==> config.mk <==
export PLATFORM = sky130hd
export DESIGN_NAME = sigmoid_activation_unit
export DESIGN_NICKNAME = d
export VERILOG_FILES = /design/src/rtl/sau_pkg.sv /design/src/rtl/sau_front.sv /design/src/rtl/sau_queue.sv /design/src/rtl/sau_back.sv /design/src/rtl/sigmoid_activation_unit.sv
export SDC_FILE = /design/constraint.sdc
export NUM_CORES = 1
export LEC_CHECK = 0
export BUFFER_PORTS_ARGS = -buffer_cell sky130_fd_sc_hd__buf_2
export CAP_MARGIN = 20
export CELL_PAD_IN_SITES_DETAIL_PLACEMENT = 0
export CELL_PAD_IN_SITES_GLOBAL_PLACEMENT = 1
export CORE_MARGIN = 4
export CORE_UTILIZATION = 42
export CTS_CLUSTER_DIAMETER = 60
export DETAILED_ROUTE_END_ITERATION = 10
export PLACE_DENSITY = 0.75
export SYNTH_ARGS = -nofsm -noshare
export SYNTH_HDL_FRONTEND = slang
export SYNTH_HIERARCHICAL = 1
export SYNTH_SLANG_ARGS = --single-unit
==> constraint.sdc <==
create_clock -name i_clk -period 22.7 [get_ports i_clk]
set_input_delay 3.405 -clock i_clk [delete_from_list [all_inputs] [get_ports i_clk]]
set_output_delay 3.405 -clock i_clk [all_outputs]
set_load 0.05 [all_outputs]
==> src/rtl/sau_pkg.sv <==
// Shared types, constants and the sigmoid table of the sigmoid activation unit.
package sau_pkg;

    // Table geometry: entry k holds round(4096 * sigmoid(8*k/TABLE_SEGMENTS))
    localparam int TABLE_SEGMENTS = 128;
    localparam int SEG_W          = $clog2(TABLE_SEGMENTS);
    localparam int ROM_AW         = $clog2(TABLE_SEGMENTS + 1);

    // Fixed Q4.12 field widths
    localparam int ACT_W   = 16;
    localparam int GRAD_W  = 16;
    localparam int VAL_W   = 14;
    localparam int MAG_W   = 15;               // |x| for every x except -8.0
    localparam int FRAC_W  = 15;               // fraction of a segment, 1/32768 units
    localparam int POS_W   = MAG_W + SEG_W;    // |x| * TABLE_SEGMENTS
    localparam int SIG_W   = 13;               // sigmoid in 0..4096
    localparam int DS_W    = 11;               // s*(1-s) in 0..1024
    localparam int FIX_ONE = 4096;
    localparam int VAL_MAX = 8191;
    localparam int VAL_MIN = -8192;

    // Decoupling queue
    localparam int QUEUE_DEPTH = 2;
    localparam int QPTR_W      = $clog2(QUEUE_DEPTH);
    localparam int QCNT_W      = $clog2(QUEUE_DEPTH + 1);

    // Pass mode codes
    localparam logic MODE_FORWARD  = 1'b0;
    localparam logic MODE_BACKWARD = 1'b1;

    // One classified element on its way from front to back
    typedef struct packed {
        logic                     sat;    // x = -8.0, sigmoid is exactly 0
        logic                     neg;    // x < 0, mirror through 1 - s
        logic [SEG_W-1:0]         seg;
        logic [FRAC_W-1:0]        frac;
        logic signed [GRAD_W-1:0] grad;
        logic                     mode;
    } t_item;

    typedef logic [SIG_W-1:0] t_rom [0:TABLE_SEGMENTS];

    function automatic t_rom build_rom();
        t_rom tab;
        real  t;
        for (int k = 0; k <= TABLE_SEGMENTS; k++) begin
            t      = 8.0 * k / TABLE_SEGMENTS;
            // 1/(1+e^-t) written as exp(-ln(1+e^-t))
            tab[k] = SIG_W'($rtoi(4096.0 * $exp(-$ln(1.0 + $exp(-t))) + 0.5));
        end
        return tab;
    endfunction

    localparam t_rom SIG_ROM = build_rom();

endpackage

==> src/rtl/sau_front.sv <==
// Front end: configuration register, input capture and classification of each element.
module sau_front (
    input  logic                              i_clk,
    input  logic                              i_rst_n,
    input  logic                              i_cfg_we,
    input  logic                              i_cfg_wdata,
    input  logic                              start,
    output logic                              busy,
    input  logic signed [sau_pkg::ACT_W-1:0]  i_activation_in,
    input  logic signed [sau_pkg::GRAD_W-1:0] i_grad_in,
    input  logic                              i_queue_full,
    output logic                              o_push,
    output sau_pkg::t_item                    o_item
);
    import sau_pkg::*;

    logic                    r_pass_mode;
    logic                    r_valid;
    t_item                   r_item;
    t_item                   n_item;
    logic                    accept;
    logic                    neg;
    logic [ACT_W-1:0]        abs_x;
    logic [POS_W-1:0]        pos;

    assign busy   = r_valid && i_queue_full;
    assign accept = start && !busy;
    assign o_push = r_valid && !i_queue_full;
    assign o_item = r_item;

    always_comb begin
        neg          = i_activation_in[ACT_W-1];
        abs_x        = neg ? ACT_W'(-i_activation_in) : ACT_W'(i_activation_in);
        pos          = POS_W'(abs_x[MAG_W-1:0]) * POS_W'(TABLE_SEGMENTS);
        n_item.sat   = (i_activation_in == {1'b1, {(ACT_W-1){1'b0}}});
        n_item.neg   = neg;
        n_item.seg   = pos[POS_W-1:FRAC_W];
        n_item.frac  = pos[FRAC_W-1:0];
        n_item.grad  = i_grad_in;
        n_item.mode  = r_pass_mode;
    end

    always_ff @(posedge i_clk) begin
        if (!i_rst_n) begin
            r_pass_mode <= MODE_FORWARD;
            r_valid     <= 1'b0;
        end else begin
            if (i_cfg_we) begin
                r_pass_mode <= i_cfg_wdata;
            end
            if (accept) begin
                r_valid <= 1'b1;
            end else if (o_push) begin
                r_valid <= 1'b0;
            end
        end
    end

    always_ff @(posedge i_clk) begin
        if (accept) begin
            r_item <= n_item;
        end
    end

    a_accept_held: assert property (@(posedge i_clk) disable iff (!i_rst_n)
        start && !busy |=> r_valid)
        else $error("accepted element not held in front register");

    a_busy_holds: assert property (@(posedge i_clk) disable iff (!i_rst_n)
        busy |=> r_valid && $stable(r_item))
        else $error("front register changed while stalled");

    a_sat_class: assert property (@(posedge i_clk) disable iff (!i_rst_n)
        r_valid && r_item.sat |-> r_item.neg)
        else $error("saturated element not marked negative");

endmodule

==> src/rtl/sau_queue.sv <==
// Short queue that decouples the front end from the arithmetic back end.
module sau_queue (
    input  logic           i_clk,
    input  logic           i_rst_n,
    input  logic           i_push,
    input  sau_pkg::t_item i_item,
    output logic           o_full,
    input  logic           i_pop,
    output logic           o_valid,
    output sau_pkg::t_item o_item
);
    import sau_pkg::*;

    t_item              r_mem [QUEUE_DEPTH];
    logic [QPTR_W-1:0]  r_wr_ptr;
    logic [QPTR_W-1:0]  r_rd_ptr;
    logic [QCNT_W-1:0]  r_count;
    logic               do_pop;

    assign o_full  = (r_count == QCNT_W'(QUEUE_DEPTH));
    assign o_valid = (r_count != '0);
    assign o_item  = r_mem[r_rd_ptr];
    assign do_pop  = i_pop && o_valid;

    always_ff @(posedge i_clk) begin
        if (!i_rst_n) begin
            r_wr_ptr <= '0;
            r_rd_ptr <= '0;
            r_count  <= '0;
        end else begin
            if (i_push) begin
                r_wr_ptr <= (r_wr_ptr == QPTR_W'(QUEUE_DEPTH - 1)) ? '0 : r_wr_ptr + 1'b1;
            end
            if (do_pop) begin
                r_rd_ptr <= (r_rd_ptr == QPTR_W'(QUEUE_DEPTH - 1)) ? '0 : r_rd_ptr + 1'b1;
            end
            if (i_push && !do_pop) begin
                r_count <= r_count + 1'b1;
            end else if (do_pop && !i_push) begin
                r_count <= r_count - 1'b1;
            end
        end
    end

    always_ff @(posedge i_clk) begin
        if (i_push) begin
            r_mem[r_wr_ptr] <= i_item;
        end
    end

    a_no_overflow: assert property (@(posedge i_clk) disable iff (!i_rst_n)
        !(i_push && o_full))
        else $error("push into full queue");

    a_count_bound: assert property (@(posedge i_clk) disable iff (!i_rst_n)
        r_count <= QCNT_W'(QUEUE_DEPTH))
        else $error("queue count out of range");

    a_pop_drains: assert property (@(posedge i_clk) disable iff (!i_rst_n)
        do_pop && !i_push && r_count == QCNT_W'(1) |=> !o_valid)
        else $error("queue not empty after last pop");

endmodule

==> src/rtl/sau_back.sv <==
// Back end: table interpolation, sigmoid mirroring and the derivative product pipeline.
module sau_back (
    input  logic                             i_clk,
    input  logic                             i_rst_n,
    input  logic                             i_valid,
    input  sau_pkg::t_item                   i_item,
    output logic                             o_pop,
    output logic                             o_valid,
    output logic signed [sau_pkg::VAL_W-1:0] o_value_out
);
    import sau_pkg::*;

    // Stage 1: table reads
    logic                     r1_valid;
    logic                     r1_sat;
    logic                     r1_neg;
    logic                     r1_mode;
    logic signed [GRAD_W-1:0] r1_grad;
    logic [SIG_W-1:0]         r1_lo;
    logic [SIG_W-1:0]         r1_diff;
    logic [FRAC_W-1:0]        r1_frac;
    // Stage 2: interpolated sigmoid
    logic                     r2_valid;
    logic                     r2_mode;
    logic signed [GRAD_W-1:0] r2_grad;
    logic [SIG_W-1:0]         r2_sig;
    // Stage 3: s*(1-s)
    logic                     r3_valid;
    logic                     r3_mode;
    logic signed [GRAD_W-1:0] r3_grad;
    logic [SIG_W-1:0]         r3_sig;
    logic [DS_W-1:0]          r3_ds;
    // Output
    logic                     r_valid;
    logic signed [VAL_W-1:0]  r_value;

    logic [ROM_AW-1:0]           lo_idx;
    logic [SIG_W-1:0]            tab_lo;
    logic [SIG_W-1:0]            tab_hi;
    logic [SIG_W-1:0]            n_diff;
    logic [SIG_W+FRAC_W-1:0]     interp;
    logic [SIG_W-1:0]            sig_abs;
    logic [SIG_W-1:0]            n_sig;
    logic [2*SIG_W-1:0]          ds_prod;
    logic [DS_W-1:0]             n_ds;
    logic signed [GRAD_W+DS_W:0] grad_prod;
    logic signed [GRAD_W+DS_W-12:0] grad_q;
    logic signed [VAL_W-1:0]     n_value;

    // The back end never stalls: take whatever the queue offers
    assign o_pop = i_valid;

    always_comb begin
        lo_idx  = ROM_AW'(i_item.seg);
        tab_lo  = SIG_ROM[lo_idx];
        tab_hi  = SIG_ROM[lo_idx + 1'b1];
        n_diff  = (tab_hi > tab_lo) ? tab_hi - tab_lo : '0;

        interp  = (SIG_W+FRAC_W)'(r1_diff) * (SIG_W+FRAC_W)'(r1_frac)
                  + (SIG_W+FRAC_W)'(1 << (FRAC_W - 1));
        sig_abs = r1_lo + interp[SIG_W+FRAC_W-1:FRAC_W];
        if (r1_sat) begin
            n_sig = '0;
        end else if (r1_neg) begin
            n_sig = SIG_W'(FIX_ONE) - sig_abs;
        end else begin
            n_sig = sig_abs;
        end

        ds_prod = (2*SIG_W)'(r2_sig) * (2*SIG_W)'(SIG_W'(FIX_ONE) - r2_sig)
                  + (2*SIG_W)'(FIX_ONE / 2);
        n_ds    = ds_prod[DS_W+11:12];

        grad_prod = (GRAD_W+DS_W+1)'(r3_grad) * (GRAD_W+DS_W+1)'($signed({1'b0, r3_ds}))
                    + (GRAD_W+DS_W+1)'(FIX_ONE / 2);
        grad_q    = grad_prod[GRAD_W+DS_W:12];
        if (r3_mode == MODE_FORWARD) begin
            n_value = VAL_W'(r3_sig);
        end else if (grad_q > (GRAD_W+DS_W-11)'(VAL_MAX)) begin
            n_value = VAL_W'(VAL_MAX);
        end else if (grad_q < (GRAD_W+DS_W-11)'(VAL_MIN)) begin
            n_value = VAL_W'(VAL_MIN);
        end else begin
            n_value = grad_q[VAL_W-1:0];
        end
    end

    always_ff @(posedge i_clk) begin
        if (!i_rst_n) begin
            r1_valid <= 1'b0;
            r2_valid <= 1'b0;
            r3_valid <= 1'b0;
            r_valid  <= 1'b0;
        end else begin
            r1_valid <= i_valid;
            r2_valid <= r1_valid;
            r3_valid <= r2_valid;
            r_valid  <= r3_valid;
        end
    end

    always_ff @(posedge i_clk) begin
        r1_sat  <= i_item.sat;
        r1_neg  <= i_item.neg;
        r1_mode <= i_item.mode;
        r1_grad <= i_item.grad;
        r1_lo   <= tab_lo;
        r1_diff <= n_diff;
        r1_frac <= i_item.frac;

        r2_mode <= r1_mode;
        r2_grad <= r1_grad;
        r2_sig  <= n_sig;

        r3_mode <= r2_mode;
        r3_grad <= r2_grad;
        r3_sig  <= r2_sig;
        r3_ds   <= n_ds;

        r_value <= n_value;
    end

    assign o_valid     = r_valid;
    assign o_value_out = r_value;

    a_sig_range: assert property (@(posedge i_clk) disable iff (!i_rst_n)
        r2_valid |-> r2_sig <= SIG_W'(FIX_ONE))
        else $error("sigmoid above one");

    a_fwd_range: assert property (@(posedge i_clk) disable iff (!i_rst_n)
        r3_valid && r3_mode == MODE_FORWARD |=> r_value >= 0 && r_value <= VAL_W'(FIX_ONE))
        else $error("forward result outside 0..1");

    a_ds_bound: assert property (@(posedge i_clk) disable iff (!i_rst_n)
        r3_valid |-> r3_ds <= DS_W'(FIX_ONE / 4))
        else $error("derivative above one quarter");

endmodule

==> src/rtl/sigmoid_activation_unit.sv <==
// Top level of the sigmoid activation unit: front end, decoupling queue and back end.
//
// Element-wise logistic sigmoid in Q4.12. Pulse start with an activation and a
// gradient while busy is low and the transaction is taken at that clock edge. In
// forward mode (pass_mode 0) the result is sigmoid(x), linearly interpolated in a
// constant table of TABLE_SEGMENTS+1 entries over 0..8 and mirrored for negative x;
// x = -8.0 gives exactly 0. In backward mode (pass_mode 1) the result is
// gradient * s * (1 - s), with s*(1-s) and the final product each rounded half up
// to Q4.12 and the result saturated to the 14-bit range. While busy is low the unit
// accepts one transaction every clock cycle; each result appears on o_value_out,
// marked by a one-cycle o_valid pulse, in order. On its way each transaction passes
// the front capture register, the queue slot and the four back-end stages (table
// read, interpolation multiply, s*(1-s) multiply, gradient multiply). The receiver
// cannot stall: the back end takes an element from the queue every cycle, so busy
// stays low in normal operation. Write pass_mode through i_cfg_we/i_cfg_wdata only
// while no transaction is in flight; each transaction takes the mode in force at its
// start edge. No clearing pass is needed after reset.
module sigmoid_activation_unit (
    input  logic                              i_clk,
    input  logic                              i_rst_n,
    input  logic                              i_cfg_we,
    input  logic                              i_cfg_wdata,
    input  logic                              start,
    output logic                              busy,
    input  logic signed [sau_pkg::ACT_W-1:0]  i_activation_in,
    input  logic signed [sau_pkg::GRAD_W-1:0] i_grad_in,
    output logic                              o_valid,
    output logic signed [sau_pkg::VAL_W-1:0]  o_value_out
);
    import sau_pkg::*;

    logic  queue_full;
    logic  push;
    t_item front_item;
    logic  queue_valid;
    t_item queue_item;
    logic  pop;

    // Capture and classify each transaction; hold it while the queue is full
    sau_front u_front (
        .i_clk           (i_clk),
        .i_rst_n         (i_rst_n),
        .i_cfg_we        (i_cfg_we),
        .i_cfg_wdata     (i_cfg_wdata),
        .start           (start),
        .busy            (busy),
        .i_activation_in (i_activation_in),
        .i_grad_in       (i_grad_in),
        .i_queue_full    (queue_full),
        .o_push          (push),
        .o_item          (front_item)
    );

    // Decouple the front end from the back end, which never stalls
    sau_queue u_queue (
        .i_clk   (i_clk),
        .i_rst_n (i_rst_n),
        .i_push  (push),
        .i_item  (front_item),
        .o_full  (queue_full),
        .i_pop   (pop),
        .o_valid (queue_valid),
        .o_item  (queue_item)
    );

    // Interpolate, mirror and, in backward mode, form the gradient product
    sau_back u_back (
        .i_clk       (i_clk),
        .i_rst_n     (i_rst_n),
        .i_valid     (queue_valid),
        .i_item      (queue_item),
        .o_pop       (pop),
        .o_valid     (o_valid),
        .o_value_out (o_value_out)
    );

    a_never_busy: assert property (@(posedge i_clk) disable iff (!i_rst_n)
        !busy)
        else $error("unit stalled although the back end never waits");

    a_latency: assert property (@(posedge i_clk) disable iff (!i_rst_n)
        start && !busy |-> ##6 o_valid)
        else $error("result strobe missing six cycles after start");

    a_no_phantom: assert property (@(posedge i_clk) disable iff (!i_rst_n)
        o_valid |-> $past(pop, 4))
        else $error("result strobe without a queued transaction");

endmodule
Yosys cells after proc, flatten, opt, wreduce, memory -nomap -nowiden
Memory sizes are Yosys's and may differ from the RTL's. A register that Yosys moved wholly into a read port is not among the register bits.
Cells that the tools add are included.
{ "totals": {"regBits": 189, "mem_bits_rw": 68, "romBits": 6656, "in_bits": 37, "output_inout_bits": 16, "n_memories": 3} }
{ "mem_list": {"columns": ["name", "words", "width", "read_ports", "rd_ports_with_merged_regs", "write_ports", "line", "text"], "rows": [
  ["(name not given)", 256, 13, 1, 0, 0, "sau_back.sv:55", "tab_lo = SIG_ROM[lo_idx];"],
  ["(name not given)", 256, 13, 1, 0, 0, "sau_back.sv:56", "tab_hi = SIG_ROM[lo_idx + 1'b1];"],
  ["u_queue.r_mem", 2, 34, 1, 1, 1, "sau_queue.sv:14", "t_item r_mem [QUEUE_DEPTH];"]
]} }
{ "classes": {"n_addsub": 13, "mul": 3, "order_cmp": 5, "n_eq_ne": 2, "muxes": 19, "bitwise_logic": 3, "n_reduce_logical": 13} }
{ "ops": {"columns": ["op", "count"], "rows": [
  ["$mux 13", 7],
  ["$add 28x13->28 const B", 1],
  ["$add 28x15->28 const B", 1],
  ["$mul 13x15->28", 1],
  ["$mul 16x12->28", 1],
  ["$mul 13x26->23", 1],
  ["$add 23x12->23 const B", 1],
  ["$ge 9x9->1 const B", 2],
  ["$eq 16x16->1 const B", 1],
  ["$gt 16x14->1 const B", 1],
  ["$lt 16x14->1 const B", 1],
  ["$mux 15", 1],
  ["$neg 15->15", 1],
  ["$mux 14", 1],
  ["$sub 13x13->14 const A", 1],
  ["$add 13x13->13", 1],
  ["$gt 13x13->1", 1],
  ["$sub 13x13->13", 1],
  ["$sub 13x13->13 const A", 1],
  ["$not 7->9", 1],
  ["$not 8->9", 1],
  ["$add 7x1->8 const B", 1],
  ["$mux 1", 8],
  ["$reduce_bool 2->1", 3],
  ["9 further kinds", 18]
]} }

Longest topological paths before layout
Gate-level depths: netlist of run 1.
{ "depth": {"word_depth": 7, "mapped_depth": 32} }

Cells and area by module
The synthesis of run 1 kept the hierarchy.
{ "modules_own_cells": {"columns": ["mod", "instances", "cells_per_inst", "area_per_inst_um2", "seq_area_each_um2"], "rows": [
  ["sau_back", 1, 2881, 25549.5, 2942.8],
  ["sau_queue", 1, 150, 3169.3, 2562.5],
  ["sau_front", 1, 93, 1486.4, 1061.0]
]} }

Least setup slack after synthesis of run 1
No wires, ideal clock.
{ "synth_timing": {"path_type": "reg2reg", "start": "reg u_back.r1_diff[5]", "end": "reg u_back.r2_sig[12]", "arrival_time_ns": 7.358, "slack_ns": 15.218, "path_stages_with_launch": 27, "period_less_slack_ns": 7.482, "cell_sequence": "dfxtp_1 > clkbuf_1 > nand2_1 > fa_1 > inv_1 > fa_1 > fa_1 > fa_1 > fa_1 > fa_1 > ha_1 > a2111oi_0 > a31oi_1 > a21oi_1 > o21bai_1 > a31o_2 > xor2_1 > ha_1 > nor2b_1 > a221oi_1 > nand3_1 > nor3_2 > nand3_1 > nor4_2 > a41oi_1 > mux2i_1 > mux2_1"} }
{ "synth_between": {"elab_chain_len": 5} }
{ "synth_lines": {"columns": ["element", "line", "text"], "rows": [
  ["start, declared", "sau_back.sv:20", "logic [SIG_W-1:0] r1_diff;"],
  ["start signal, assigned", "sau_back.sv:108", "r1_diff <= n_diff;"],
  ["$mul 13x15->28 (*)", "sau_back.sv:59", "interp = (SIG_W+FRAC_W)'(r1_diff) * (SIG_W+FRAC_W)'(r1_frac)"],
  ["$add 28x15->28 (*)", "sau_back.sv:60", "+ (SIG_W+FRAC_W)'(1 << (FRAC_W - 1));"],
  ["$add 13x13->13 (*)", "sau_back.sv:61", "sig_abs = r1_lo + interp[SIG_W+FRAC_W-1:FRAC_W];"],
  ["$sub 13x13->13", "sau_back.sv:65", "n_sig = SIG_W'(FIX_ONE) - sig_abs;"],
  ["$mux 13 (*)", "sau_back.sv:64", "end else if (r1_neg) begin"],
  ["end signal, assigned", "sau_back.sv:113", "r2_sig <= n_sig;"],
  ["end, declared", "sau_back.sv:26", "logic [SIG_W-1:0] r2_sig;"]
]} }
Every way passes the cells marked *; elsewhere a longest branch is shown, timed or not.
A chain may end at the register's enable or synchronous reset.

Worst setup path in the final report of run 1
{ "layout_timing": {"start": "reg u_back.r1_frac[6]", "end": "reg u_back.r2_sig[12]"} }
{ "layout_between": {"elab_chain_len": 5} }
{ "layout_lines": {"columns": ["element", "line", "text"], "rows": [
  ["start, declared", "sau_back.sv:21", "logic [FRAC_W-1:0] r1_frac;"],
  ["start signal, assigned", "sau_back.sv:109", "r1_frac <= i_item.frac;"],
  ["$mul 13x15->28 (*)", "sau_back.sv:59", null],
  ["$add 28x15->28 (*)", "sau_back.sv:60", null],
  ["$add 13x13->13 (*)", "sau_back.sv:61", null],
  ["$sub 13x13->13", "sau_back.sv:65", null],
  ["$mux 13 (*)", "sau_back.sv:64", null]
]} }
Marks and branches as above.

==> results by group, run 1 <==
Synth
  – Post-synthesis compound-gate area fraction: 0.0854
  – Main combinational cell family by area after synthesis: adder cells
  – Most frequent cells after synthesis: 548 x inv_1, 430 x fa_1, 306 x nand2_1, 296 x ha_1, 201 x and2_1
  – Yosys reg bits: 270
  – Async SR Flop Fraction: 0
  – Register area share after synthesis: 0.217
  – Largest cells by area after synthesis: fa_1 28%, ha_1 12%, edfxtp_1 12%
  – Synth area leader: fa_1
  – Yosys warning count: 6
  – Synth Area in Adders: 0.408
  – Most common cell in the netlist: inv_1
  – Multiplexer share of the synthesized area: 0.0225
  – Ys flop type: dfxtp_1
  – Mapped Cells: about 3.1k
  – Library cells used by synthesis: 85
  – XOR/XNOR share of the synthesized area: 0.0328
  – Yosys top cell area share: 0.285
  – Avg Cell Area, Syn: 9.67 um^2
  – Post-synthesis simple-gate area fraction: 0.145
  – Number of flops mapped to enable cells by yosys: between 100 and 150
  – Mapped cell area: between 0.03 and 0.04 mm^2

Timing
  – Unrepaired setup endpoints after global routing: no
  – Worst Tran Pin Value: 1.09 ns
  – Final WS setup: 14.52 ns
  – Crit path time final: a little over 8 ns
  – Normalized max-slew margin: 0.273
  – Setup_tns: 0 ns
  – Final Max Tran Viols: 0
  – FMAX: 0.122 GHz
  – Final hold vios: 0
  – Post-Route Skew: approximately 0.017 ns
  – Final setup fails: 0
  – Period utilization: 0.361

GRT
  – Global-route wire length before repair: 115 mm
  – Largest net degree at the start of global routing: 51
  – Initial antenna violation count: 1
  – GRT Overall Usage: 0.182
  – Overflow after GRT: 0
  – Vias in the first global route: 21.9k

Cells and area
  – Area Growth Syn to Fin: 7.44%
  – Nets@finish: 3853
  – # diodes: 0
  – Share of layout cells above drive strength 1: 0.0700

Worst setup path
  – Critical Path Start: u_back/r1_frac[6]
  – WS Path Type: reg2reg
  – R2R depth: 29
  – CP Max Fanout: 13
  – WP data arrival: 8.63 ns
  – CP max stage delay: approximately 0.50 ns
  – R2R Setup Slk: about 15 ns
  – Reg2reg end: u_back/r2_sig[12]
  – Most frequent CP cell: fa_1
  – Critical Path RT: between 20 and 25 ns
  – Crit path capture type: flop
  – Worst setup path endpoint: u_back/r2_sig[12]
  – Critical-path top delay cell: fa_1
  – RR Startpoint: u_back/r1_frac[6]
  – Startpoint types: flop

Placement
  – GP Congestion: 0.839
  – # port buffers: 52
  – Dpl ws: 14.45 ns
  – Post-DP HPWL: 53.3 mm

Clocking
  – Post-CTS sizing: 0
  – Postcts setup bufs: 0
  – CTS tree: yes
  – Num CTS Buffers: 31
  – CTS Hold Bufs: 0
  – Clock transition at the registers of the reported paths: 0.07 ns
  – Clock tree root driver cell: clkbuf_16
  – Clock Latency Late Sink: 0.57 ns
  – Sink Count: 270
  – Max clock buf depth: 3
  – H-tree depth: 1

Route
  – Metal-1 WL: 32.4 mm
  – WL met2: 33.1 mm
  – Drt first-iter violations: 1186
  – DRC: 0
  – Antenna Nets Post-Route: 0
  – Top routing layer in use: met4
  – Final wirelength: 68.9 mm
  – Routed length on met3: 2.38 mm
  – Vias per Instance: approximately 5.1
  – First-pass DRT Iterations: 5
  – Routed WL per cell: 16.9 um
  – Detailed-route via count: approximately 21k

Outcome
  – Status: finished clean

Floorplan
  – Number of I/O pins: 53
  – Total core area: between 0.07 and 0.08 mm^2
  – Starting Density: 0.423
  – Die extent in x: roughly 280 um
  – Die footprint: 0.0763 mm^2
  – Row Count: 98
  – Die height: 276 um

Hold path
  – HP Class: reg2reg

Job
  – Max-Cap Viols: 0
==> per-layer routing <==
layer | GRT usage | vias up
met5 | 0 | -
met4 | 0.0242 | 0
met3 | 0.0157 | 63
met2 | 0.312 | 377
met1 | 0.259 | 10200
li1 | - | 9842
==> logic make-up (layout without fill, tap and decap cells) <==
family	count (synthesis)	after routing
compound gates	389	389
xor+xnor	113	113
simple gates	864	864
buf+inv	704	688
mux	56	56
other cells	2	8
fa+ha+maj	726	726
flops	270	270
==> how the worst min path moves through the flow <==
stage / startpoint / end / cells past startpoint
after floorplan: u_back/r1_grad[0] / u_back/r2_grad[0] / 0
after global placement: u_back/r2_grad[12] / u_back/r3_grad[12] / 0
after detailed placement: u_back/r2_grad[6] / u_back/r3_grad[6] / 0
after CTS: u_back/r1_grad[14] / u_back/r2_grad[14] / 0
after global routing: u_back/r1_grad[14] / u_back/r2_grad[14] / 0
final: u_back/r1_grad[14] / u_back/r2_grad[14] / 0
==> state kept, by name, indices dropped and copies added (netlist names), 2 cells and up, named ones only <==
register,count
u_queue/r_mem,82
u_front/o_item,34
u_back/r1_grad,16
u_back/r2_grad,16
u_back/r3_grad,16
u_back/r1_frac,15
u_back/o_value_out,14
u_back/r1_diff,13
u_back/r2_sig,13
u_back/r3_sig,13
u_back/r1_lo,11
u_back/r3_ds,11
u_queue/r_count,2
==> placed cells by master, fill, tap and decap left out, types with 6 or more instances in the layout <==
cell type	count
a211oi_1	20
o21ai_0	95
nand3_1	21
o41ai_1	6
clkbuf_16	32
inv_1	548
fa_1	430
nor3b_1	6
nand2b_1	96
mux2i_1	7
nor3_1	26
edfxtp_1	116
and3_1	12
mux2_2	40
dfxtp_1	153
or3_1	8
o21bai_1	9
nor2b_1	38
ha_1	296
o31ai_1	14
o311ai_0	7
buf_2	52
and2_1	200
a21oi_1	99
a31oi_1	11
conb_1	8
nand2_1	306
nor2_1	106
a221o_1	17
xnor2_1	76
buf_4	27
nand4_1	10
o211ai_1	20
xor2_1	35
a21o_1	22
or2_2	12
o21a_1	10
==> worst max-delay path, delay by kind of cell, from the launching register on <==
family	cells	cell delay (ns)
AO/OA/AOI/OAI	9	2.15
XOR/XNOR	1	0.13
adder cells (fa/ha/maj)	8	3.34
buffers and inverters	4	0.20
flip-flops	1	0.48
multiplexers	2	0.51
AND/OR/NAND/NOR	5	1.24
==> metrics by stage <==
stage | instances | hold slack, ns | cell area, um^2 | utilization
after floorplan | 3130 | 0.310 | 30200 | -
after global placement | 4006 | 0.310 | 31300 | 0.438
after detailed placement | 4006 | 0.312 | 31300 | 0.438
after CTS | 4063 | 0.324 | 32400 | 0.454
after global routing | 4064 | 0.330 | 32500 | 0.455
final | 4064 | 0.324 | 32500 | 0.455
==> area by class of cell <==
cell class | count | area, um^2
clock buffers | 35 | 832
clock inverters | 22 | 303
fillers | 6898 | 38900
inverters | 551 | 2070
multi-input cells | 2156 | 21000
flip-flops and latches | 270 | 6570
well taps | 950 | 1190
repair buffers | 80 | 490
Power of run 1 is left out: the tool's default activity adds up to more than one toggle a clock period on the data nets, which glitch-free logic cannot reach.
==> inputs of run 2 (changes only) <==
--- a/config.mk
+++ b/config.mk
@@ -5,6 +5,7 @@
 export SDC_FILE = /design/constraint.sdc
 export NUM_CORES = 1
 export LEC_CHECK = 0
+export ABC_AREA = 1
 export BUFFER_PORTS_ARGS = -buffer_cell sky130_fd_sc_hd__buf_2
 export CAP_MARGIN = 20
 export CELL_PAD_IN_SITES_DETAIL_PLACEMENT = 0
@@ -13,7 +14,7 @@
 export CORE_UTILIZATION = 42
 export CTS_CLUSTER_DIAMETER = 60
 export DETAILED_ROUTE_END_ITERATION = 10
-export PLACE_DENSITY = 0.75
+export PLACE_DENSITY = 0.77
 export SYNTH_ARGS = -nofsm -noshare
 export SYNTH_HDL_FRONTEND = slang
 export SYNTH_HIERARCHICAL = 1
==> constraint.sdc (replaced) <==
create_clock -name i_clk -period 7.6 [get_ports i_clk]
set_input_delay 1.14 -clock i_clk [delete_from_list [all_inputs] [get_ports i_clk]]
set_output_delay 1.14 -clock i_clk [all_outputs]
set_load 0.05 [all_outputs]
==> run 2 against run 1 <==
Cell count is 18% higher. Critical path type unchanged. Core utilization rose by 0.19 points. Via count up 15%. Design area rose by 4.6%. Maximum frequency rose by 18%. Highest routed layer unchanged. Wire length is 14% higher.
==> results by group, run 2 <==
Route
  – Antenna Nets Post-Route: 0
  – Vias per Instance: around 4.9
  – DRC: 0
  – Detailed-route via count: 23.6k
  – Final wirelength: around 79 mm
  – First-pass DRT Iterations: 6
  – Routed WL per cell: 16.4 um
  – Drt first-iter violations: between 1k and 1.5k

GRT
  – Overflow after GRT: 0
  – Largest net degree at the start of global routing: 42
  – Global-route wire length before repair: 130 mm
  – Vias in the first global route: 24.2k
  – Initial antenna violation count: 1
  – GRT Overall Usage: 0.205

Cells and area
  – Multi-input logic area: 0.0209 mm^2
  – Area Growth Syn to Fin: 7.85%
  – # fillers: about 7.4k
  – Share of layout cells above drive strength 1: 0.0721
  – Commonest non-fill, non-tap cell in the layout: nand2_1
  – Reg area: 0.00659 mm^2
  – Final instance area: 0.0339 mm^2
  – Reg with most FFs: u_queue/r_mem
  – Finished Layout Cells: 4796
  – # diodes: 0
  – Nets@finish: 4560
  – Commonest cells after routing, fill and taps aside: 908 x nand2_1, 892 x inv_1, 430 x fa_1
  – Max reg flops: 82

Clocking
  – Clock transition at the registers of the reported paths: 0.06 ns
  – Max clock buf depth: 3
  – Num CTS Buffers: 38
  – Postcts setup bufs: 0
  – Sink Count: 270
  – CTS Hold Bufs: 0
  – Clock tree root driver cell: clkbuf_16
  – H-tree depth: 2
  – CTS tree: yes
  – Clock Latency Late Sink: 0.58 ns

Synth
  – Yosys warning count: 6
  – Largest cells by area after synthesis: fa_1 27%, ha_1 12%, edfxtp_1 11%
  – Number of flops mapped to enable cells by yosys: 116
  – Mapped Cells: 3785
  – Yosys reg bits: 270
  – Most frequent cells after synthesis: 908 x nand2_1, 893 x inv_1, 430 x fa_1, 296 x ha_1, 225 x nor2_1
  – Avg Cell Area, Syn: 8.31 um^2
  – Async SR Flop Fraction: 0
  – Mapped cell area: 0.0315 mm^2
  – Yosys top cell area share: 0.274
  – Library cells used by synthesis: 70
  – Ys flop type: dfxtp_1
  – Register area share after synthesis: 0.209
  – Synth area leader: fa_1
  – Most common cell in the netlist: nand2_1

Timing
  – Worst Tran Pin Value: 0.997 ns
  – Unrepaired setup endpoints after global routing: no
  – Crit path time final: 6.94 ns
  – Final hold vios: 0
  – FMAX: roughly 0.14 GHz
  – Normalized max-slew margin: 0.334
  – Post-Route Skew: 0.0320 ns
  – Setup_tns: 0 ns
  – Final setup fails: 0
  – Period utilization: 0.914
  – Final Max Tran Viols: 0

Worst setup path
  – Critical-path top delay cell: fa_1
  – CP top delay family: adder cells
  – R2R Setup Slk: 0.66 ns
  – Most frequent CP cell: inv_1
  – WS Path Type: reg2reg
  – Startpoint types: flop
  – WP data arrival: approximately 7.4 ns
  – Critical Path RT: 8.06 ns
  – CP Buf/Inv Count: 8
  – Crit path capture type: flop
  – CP max stage delay: 0.55 ns
  – CP Max Fanout: 14

Placement
  – # port buffers: 52
  – Placed Area: 0.0326 mm^2
  – Post-DP HPWL: 63.1 mm
  – Placed Cells: 4725
  – GP Congestion: around 0.89

Outcome
  – Status: finished clean

Floorplan
  – Number of I/O pins: 53
  – Total core area: about 0.074 mm^2
  – Die footprint: 0.0794 mm^2
  – Starting Density: 0.423
  – Die extent in x: about 280 um
  – Row Count: 100
  – Die height: between 200 and 300 um

Hold path
  – HP Class: reg2reg

Job
  – Max-Cap Viols: 0
==> run 2: cell types whose count changed in the layout (fill, tap and decap cells not counted), moves of 20 or more <==
cell / delta
a211oi_1: -20
and2_1: -198
inv_1: +344
mux2_2: -39
mux2_4: +40
nand2_1: +602
nand2b_1: -95
nand3_1: +67
nor2_1: +117
nor2b_1: -38
xnor2_1: -49
==> run 2: routing by layer <==
layer  vias to the layer above  wire (um)  GRT usage
met3                       110       4110     0.0271
met5                         -          0          0
li1                      11500          -          -
met4                         0       1700     0.0432
met2                       612      38300      0.356
met1                     11400      34700      0.275
==> run 2: worst reg2reg max path, delay by kind of cell, from the launching register on <==
kind,cells,cell delay (ns)
adder cells (fa/ha/maj),9,3.76
AND/OR/NAND/NOR,14,1.38
AO/OA/AOI/OAI,3,0.54
buffers and inverters,8,0.51
flip-flops,1,0.48
XOR/XNOR,1,0.17
==> run 2: area by class of cell <==
cell class,instances,share of cell area
Clock buffer,43,0.0289
Clock inverter,27,0.00866
Inverter,908,0.100
Multi-Input combinational cell,2485,0.615
Sequential cell,270,0.194
Tap cell,969,0.0357
Timing Repair Buffer,94,0.0170
==> run 2: per-stage QoR <==
stage | setup slack, ns | hold WS (ns) | util
finish | 0.655 | 0.321 | 0.457
global route | 0.0298 | 0.330 | 0.457
CTS | 0.531 | 0.324 | 0.456
detailed placement | 0.576 | 0.312 | 0.439
global placement | 0.614 | 0.310 | 0.439
floorplan | 1.08 | 0.310 | -
==> run 2: final timing paths <==
path	from	to	depth (start not counted)
setup / recovery	u_back/r1_diff[1]	u_back/r2_sig[12]	35
hold reg to reg	u_back/r2_grad[5]	u_back/r3_grad[5]	0
hold / removal	u_back/r2_grad[5]	u_back/r3_grad[5]	0
setup reg to reg	u_back/r1_diff[1]	u_back/r2_sig[12]	35
==> run 2: cell families (layout without fill, tap and decap cells) <==
logic type	count (synthesis)	in the layout	share of synthesized area
fa+ha+maj	726	726	0.391
mux	41	41	0.0194
compound gates	318	318	0.0616
other cells	2	8	0.000239
xor+xnor	65	65	0.0187
simple gates	1327	1327	0.171
buf+inv	1036	1072	0.129
flops	270	270	0.209
==> run 2: what timing repair did <==
action | 4_1_cts | 5_1_grt
hold endpoints to repair | 0 | 0
gates resized for setup | 0 | 14
endpoints found under the setup margin | 0 | 5
Power of run 2 is left out for the same reason.
